**config.mk**
```make
export PLATFORM = sky130hd
export DESIGN_NAME = ntcr_div_chain
export DESIGN_NICKNAME = d
export VERILOG_FILES = /design/src/rtl/ntc_ratio_to_temperature_defines.svh /design/src/rtl/ntcr_div_stage.sv /design/src/rtl/ntcr_div_chain.sv
export SDC_FILE = /design/constraint.sdc
export NUM_CORES = 2
export LEC_CHECK = 0
export BUFFER_PORTS_ARGS = -buffer_cell sky130_fd_sc_hd__buf_2
export CAP_MARGIN = 20
export CORE_MARGIN = 3
export CORE_UTILIZATION = 52
export CTS_BUF_LIST = sky130_fd_sc_hd__clkbuf_4
export DETAILED_ROUTE_END_ITERATION = 8
export PLACE_DENSITY_LB_ADDON = 0.2
export SKIP_CTS_REPAIR_TIMING = 1
export SLEW_MARGIN = 25
export SYNTH_ARGS = -nofsm -noshare
export SYNTH_HDL_FRONTEND = slang
export SYNTH_HIERARCHICAL = 1
export SYNTH_SLANG_ARGS = --single-unit
```
**constraint.sdc**
```tcl
create_clock -name clk_i -period 3.2 [get_ports clk_i]
set_clock_uncertainty 0.1 [all_clocks]
set_input_delay 0.48 -clock clk_i [delete_from_list [all_inputs] [get_ports clk_i]]
set_output_delay 0.48 -clock clk_i [all_outputs]
set_load 0.01 [all_outputs]
```
**src/rtl/ntc_ratio_to_temperature_defines.svh**
```systemverilog
// ----------------------------------------------------------------------------
// NTC ratio to temperature: assertion macros
// Shared concurrent assertion forms, clocked on clk_i and held off in reset.
// ----------------------------------------------------------------------------
`ifndef NTC_RATIO_TO_TEMPERATURE_DEFINES_SVH
`define NTC_RATIO_TO_TEMPERATURE_DEFINES_SVH

// Check a condition in the same cycle as its trigger.
`define NTCR_ASSERT_HOLD(lbl, trig, cond, msg) \
  lbl: assert property (@(posedge clk_i) disable iff (!rst_ni) (trig) |-> (cond)) \
    else $error(msg);

// Check a condition in the cycle after its trigger.
`define NTCR_ASSERT_NEXT(lbl, trig, cond, msg) \
  lbl: assert property (@(posedge clk_i) disable iff (!rst_ni) (trig) |=> (cond)) \
    else $error(msg);

`endif

```
**src/rtl/ntcr_div_stage.sv**
```systemverilog
`timescale 1ns / 1ps
// ----------------------------------------------------------------------------
// NTC ratio to temperature: restoring division step
// Shift in one dividend bit, trial-subtract the divisor, emit one quotient bit.
// ----------------------------------------------------------------------------
module ntcr_div_stage #(
  parameter int unsigned RW = 16,
  parameter int unsigned NW = 48,
  parameter int unsigned PW = 1
) (
  input  logic          clk_i,
  input  logic          rst_ni,
  input  logic          en_i,
  input  logic          vld_i,
  input  logic [PW-1:0] pay_i,
  input  logic [RW-1:0] rem_i,
  input  logic [NW-1:0] nq_i,
  input  logic [RW-1:0] div_i,
  output logic          vld_o,
  output logic [PW-1:0] pay_o,
  output logic [RW-1:0] rem_o,
  output logic [NW-1:0] nq_o,
  output logic [RW-1:0] div_o
);

  logic [RW:0]   trial, diff;
  logic          ge;
  logic          vld_q;
  logic [PW-1:0] pay_q;
  logic [RW-1:0] rem_q, div_q;
  logic [NW-1:0] nq_q;

  assign trial = {rem_i, nq_i[NW-1]};
  assign diff  = trial - {1'b0, div_i};
  assign ge    = ~diff[RW];

  always_ff @(posedge clk_i or negedge rst_ni) begin
    if (!rst_ni) begin
      vld_q <= 1'b0;
    end else if (en_i) begin
      vld_q <= vld_i;
    end
  end

  always_ff @(posedge clk_i) begin
    if (en_i) begin
      rem_q <= ge ? diff[RW-1:0] : trial[RW-1:0];
      nq_q  <= {nq_i[NW-2:0], ge};
      div_q <= div_i;
      pay_q <= pay_i;
    end
  end

  assign vld_o = vld_q;
  assign pay_o = pay_q;
  assign rem_o = rem_q;
  assign nq_o  = nq_q;
  assign div_o = div_q;

endmodule

```
**src/rtl/ntcr_div_chain.sv**
```systemverilog
`timescale 1ns / 1ps
// ----------------------------------------------------------------------------
// NTC ratio to temperature: division row
// One division step per quotient bit, each handing its partial result on.
// ----------------------------------------------------------------------------
module ntcr_div_chain #(
  parameter int unsigned RW = 16,
  parameter int unsigned NW = 48,
  parameter int unsigned PW = 1
) (
  input  logic          clk_i,
  input  logic          rst_ni,
  input  logic          en_i,
  input  logic          vld_i,
  input  logic [PW-1:0] pay_i,
  input  logic [RW-1:0] rem_i,
  input  logic [NW-1:0] nq_i,
  input  logic [RW-1:0] div_i,
  output logic          vld_o,
  output logic [PW-1:0] pay_o,
  output logic [NW-1:0] quo_o
);

  logic          vld_a [NW+1];
  logic [PW-1:0] pay_a [NW+1];
  logic [RW-1:0] rem_a [NW+1];
  logic [NW-1:0] nq_a  [NW+1];
  logic [RW-1:0] div_a [NW+1];

  assign vld_a[0] = vld_i;
  assign pay_a[0] = pay_i;
  assign rem_a[0] = rem_i;
  assign nq_a[0]  = nq_i;
  assign div_a[0] = div_i;

  for (genvar k = 0; k < NW; k++) begin : g_step
    ntcr_div_stage #(.RW(RW), .NW(NW), .PW(PW)) u_step (
      .clk_i  (clk_i),
      .rst_ni (rst_ni),
      .en_i   (en_i),
      .vld_i  (vld_a[k]),
      .pay_i  (pay_a[k]),
      .rem_i  (rem_a[k]),
      .nq_i   (nq_a[k]),
      .div_i  (div_a[k]),
      .vld_o  (vld_a[k+1]),
      .pay_o  (pay_a[k+1]),
      .rem_o  (rem_a[k+1]),
      .nq_o   (nq_a[k+1]),
      .div_o  (div_a[k+1])
    );
  end

  assign vld_o = vld_a[NW];
  assign pay_o = pay_a[NW];
  assign quo_o = nq_a[NW];

endmodule

```
Word level (Yosys, flattened, before mapping) --
Index checks and enable logic that the tools add are counted.
Operators by class: add/subtract/negate cells 48, bitwise operators 48, muxes and demuxes 47
Operators with widths (count):
- 17-bit by 16-bit subtractor with 17-bit output | 48
- 16-bit two-way mux | 47
- 1-bit inverter | 48
Storage, ports and cells: input bits 85, register bits 3904, output and inout bits 50

Depth between registers and ports, before layout --
depth in word-level cells 2, gate-level depth with buffers 11

Cells and area by module --
The synthesis kept the hierarchy.
Modules (own cells, without submodules):
- ntcr_div_stage at g_step[11].u_step ... | area an instance 3478.3 um2, cells an instance 211, instances 39
- ntcr_div_stage at g_step[0].u_step ... | area an instance 3480.8 um2, cells an instance 211, instances 9

Worst setup path after synthesis --
No wires, ideal clock.
path kind input port to flip-flop, start input div_i[2], end register g_step[0].u_step.rem_q[10], data pin, data arrival time 2.866 ns, setup slack -0.026 ns, path buffers 1, data required time 2.840 ns, library setup time 0.260 ns, stages on the path 10, path through inv_1 > ha_1 > nor2b_1 > o31a_1 > o41a_1 > and4_4 > a311oi_2 > xnor2_2 > buf_6 > mux2_4
On the way: word-level cells in the longest chain between the ends 2
Ends and longest elaborated chain:
- from (decl) | RTL line ntcr_div_chain.sv:18 | input logic [RW-1:0] div_i,
- 17-bit by 16-bit subtractor with 17-bit output | RTL line ntcr_div_stage.sv:34 | assign diff = trial - {1'b0, div_i};
- 16-bit two-way mux | RTL line ntcr_div_stage.sv:47 | rem_q <= ge ? diff[RW-1:0] : trial[RW-1:0];
- to (signal assigned) | RTL line ntcr_div_stage.sv:47
- to (decl) | RTL line ntcr_div_stage.sv:30 | logic [RW-1:0] rem_q, div_q;
No other way between the ends. A chain may end at the register's enable or synchronous reset.

Worst setup path after layout --
start input nq_i[47], end register g_step[0].u_step.rem_q[8], data pin
On the way: word-level cells in the longest chain between the ends 2
Ends and longest elaborated chain:
- from (decl) | RTL line ntcr_div_chain.sv:17 | input logic [NW-1:0] nq_i,
- 17-bit by 16-bit subtractor with 17-bit output | RTL line ntcr_div_stage.sv:34
- 16-bit two-way mux | RTL line ntcr_div_stage.sv:47
No other way between the ends.

==> flow_summary.json <==
{
  "irDropWorstVdd_v": 0.0005833,
  "grt_max_degree": 127,
  "crit_path_end_kind": "flop",
  "nets": 12920,
  "grt_pass1_wl_microns": 446100,
  "fin_util": 0.6205,
  "clk_pin_slew_ns": 0.06,
  "globalRouteOverflowTotal": 0,
  "rsz0062_at_grt": "yes",
  "worstMarginPinSlew_ns": 0.6862,
  "synthCells": 10020,
  "wl_per_cell_microns": 17.14,
  "wirelength_microns": 290300,
  "dpl.hpwl_microns": 182700,
  "via_count": 88630,
  "fin_ws_ns": -0.2892,
  "cts_tree": "done",
  "antenna_found_initial": 9,
  "cp-start-kind": "input pin",
  "cts-buffers-inserted": 951,
  "portBuffers": 134,
  "place_inst": 14750,
  "start_util": 0.5240,
  "clkPwrFrac": 0.203,
  "netSwitchingFraction": 0.3053,
  "violations": "negative setup slack",
  "area_growth_pct": 18.41,
  "grt_usage": 0.1664,
  "drt_iter0_markers": 5325,
  "p_leak_nw": 78.20,
  "power_frac_comb": 0.417,
  "synth.avg_cell_area_sq_um": 16.51,
  "die_area_sq_mm": 0.3250,
  "slew_headroom": 0.5425,
  "synth_area_sq_mm": 0.1654,
  "yosysWarnings": 6,
  "fp.dieW_microns": 570.1,
  "remaining_drc_errors": 0,
  "drv_cap": 0,
  "worstPathArrival_ns": 4.67,
  "setup_tns_ns": -22.13,
  "cts_sinks": 3904,
  "stdcell_count": 16940,
  "first_pass_iters": 6,
  "hold_violations": 0,
  "clock_path_buffers": 4,
  "switchingPower_mw": 59.47,
  "power_density_mw_per_mm2": 994.3,
  "via_per_inst": 5.232,
  "status": "finished, violations left",
  "root_buffer": "clkbuf_4",
  "die_y_microns": 570.1,
  "layout_min_cycle_time_ns": 3.489,
  "wl_met3_microns": 12510,
  "min_path_type": "input pin to flop",
  "fp-row-count": 206,
  "p_int_mw": 135.3,
  "p_seq_frac": 0.380,
  "route.top_layer_used": "met5",
  "drive_gt1_frac": 0.2666,
  "wl_met2_microns": 142900,
  "drv_slew": 0,
  "wl_met1_microns": 126800,
  "syn_nets": 10920,
  "routabilityCongestion": 0.8652,
  "grt_pass1_vias": 88970,
  "crit_fanout": 11,
  "cts_htree_levels": 6,
  "critical_path_class": "input pin to flop",
  "finalCritPeriodShare": 1.090,
  "finalSetupViolCount": 441,
  "place_ws_ns": -0.1596,
  "io_pins": 135,
  "required_ns": 4.38,
  "design.core.area_sq_mm": 0.3157,
  "max_freq_ghz": 0.2866,
  "antenna_left": 0,
  "clkLatencyLatePin_ns": 1.60
}
-- final timing paths --
kind	start	endpoint	slack, ns	cells after the start
min in group asynchronous	rst_ni	g_step[31].u_step/vld_o	0.42	5
worst min-delay path	rem_i[8]	g_step[0].u_step/rem_o[9]	0.20	6
max in group asynchronous	rst_ni	g_step[7].u_step/vld_o	2.34	5
worst min register to register	g_step[12].u_step/nq_o[45]	g_step[13].u_step/nq_o[46]	0.26	0
worst max register to register	g_step[30].u_step/nq_o[47]	g_step[31].u_step/rem_o[8]	-0.16	11
worst max-delay path	nq_i[47]	g_step[0].u_step/rem_o[8]	-0.29	15
-- cell type report --
type | count | area [sq um]
diodes | 17 | 42.54
clock buffers | 1334 | 10010
clock inverters | 357 | 1999
fillers | 22720 | 119800
inverters | 909 | 3412
multi-input cells | 5159 | 47370
flip-flops and latches | 3904 | 117000
well taps | 4160 | 5205
repair buffers | 1098 | 10870
-- cell usage in the layout, fill, tap and decap left out, types with 257 or more instances in the layout --
cell type,n
edfxtp_1,3856
clkbuf_4,1334
inv_1,859
ha_1,711
mux2_4,613
buf_4,522
a21oi_1,425
o21ai_0,378
xnor2_1,329
nor2_1,329
clkinv_1,257
-- sequential cells by signal, summed over array words and instances (netlist names) --
register             cells
g_step.u_step/vld_o     48
g_step.u_step/pay_o     48
g_step.u_step/div_o    752
g_step.u_step/rem_o    752
g_step.u_step/nq_o    2304
-- power by group through the flow --
stage	sequential, mW	clock (mW)	combinational, mW
6_report	74.0	39.6	81.2
3_3_place_gp	74.9	0	66.0
2_1_floorplan	72.5	0	52.6
3_5_place_dp	74.9	0	68.0
5_1_grt	74.8	44.2	87.7
4_1_cts	73.9	41.5	68.4
-- worst max-delay path, stage by stage --
cell	delay [ns]
dlygate4sd3_1	0.53
buf_2	0.12
inv_1	0.04
dlygate4sd3_1	0.57
ha_1	0.22
fa_1	0.24
nor2b_1	0.08
o31a_1	0.28
o41a_1	0.36
and4_4	0.22
a311oi_2	0.31
xnor2_2	0.19
buf_12	0.17
mux2_4	0.29
dlygate4sd3_1	0.55
-- layer usage --
metal / vias up / track usage
li1: 42830 / -
met1: 43210 / 0.2156
met2: 1959 / 0.2770
met3: 620 / 0.03315
met4: 4 / 0.06484
met5: - / 0
-- metrics by stage --
stage	instance area (sq um)	total power, mW	hold slack (ns)
floorplan	165400	125.1	0.08441
global placement	175700	140.9	0.3003
detailed placement	175700	142.9	0.3045
CTS	187700	183.9	-1.343
global route	195900	206.7	0.02650
finish	195900	194.8	0.2030
Power figures use the tool's default switching activity.
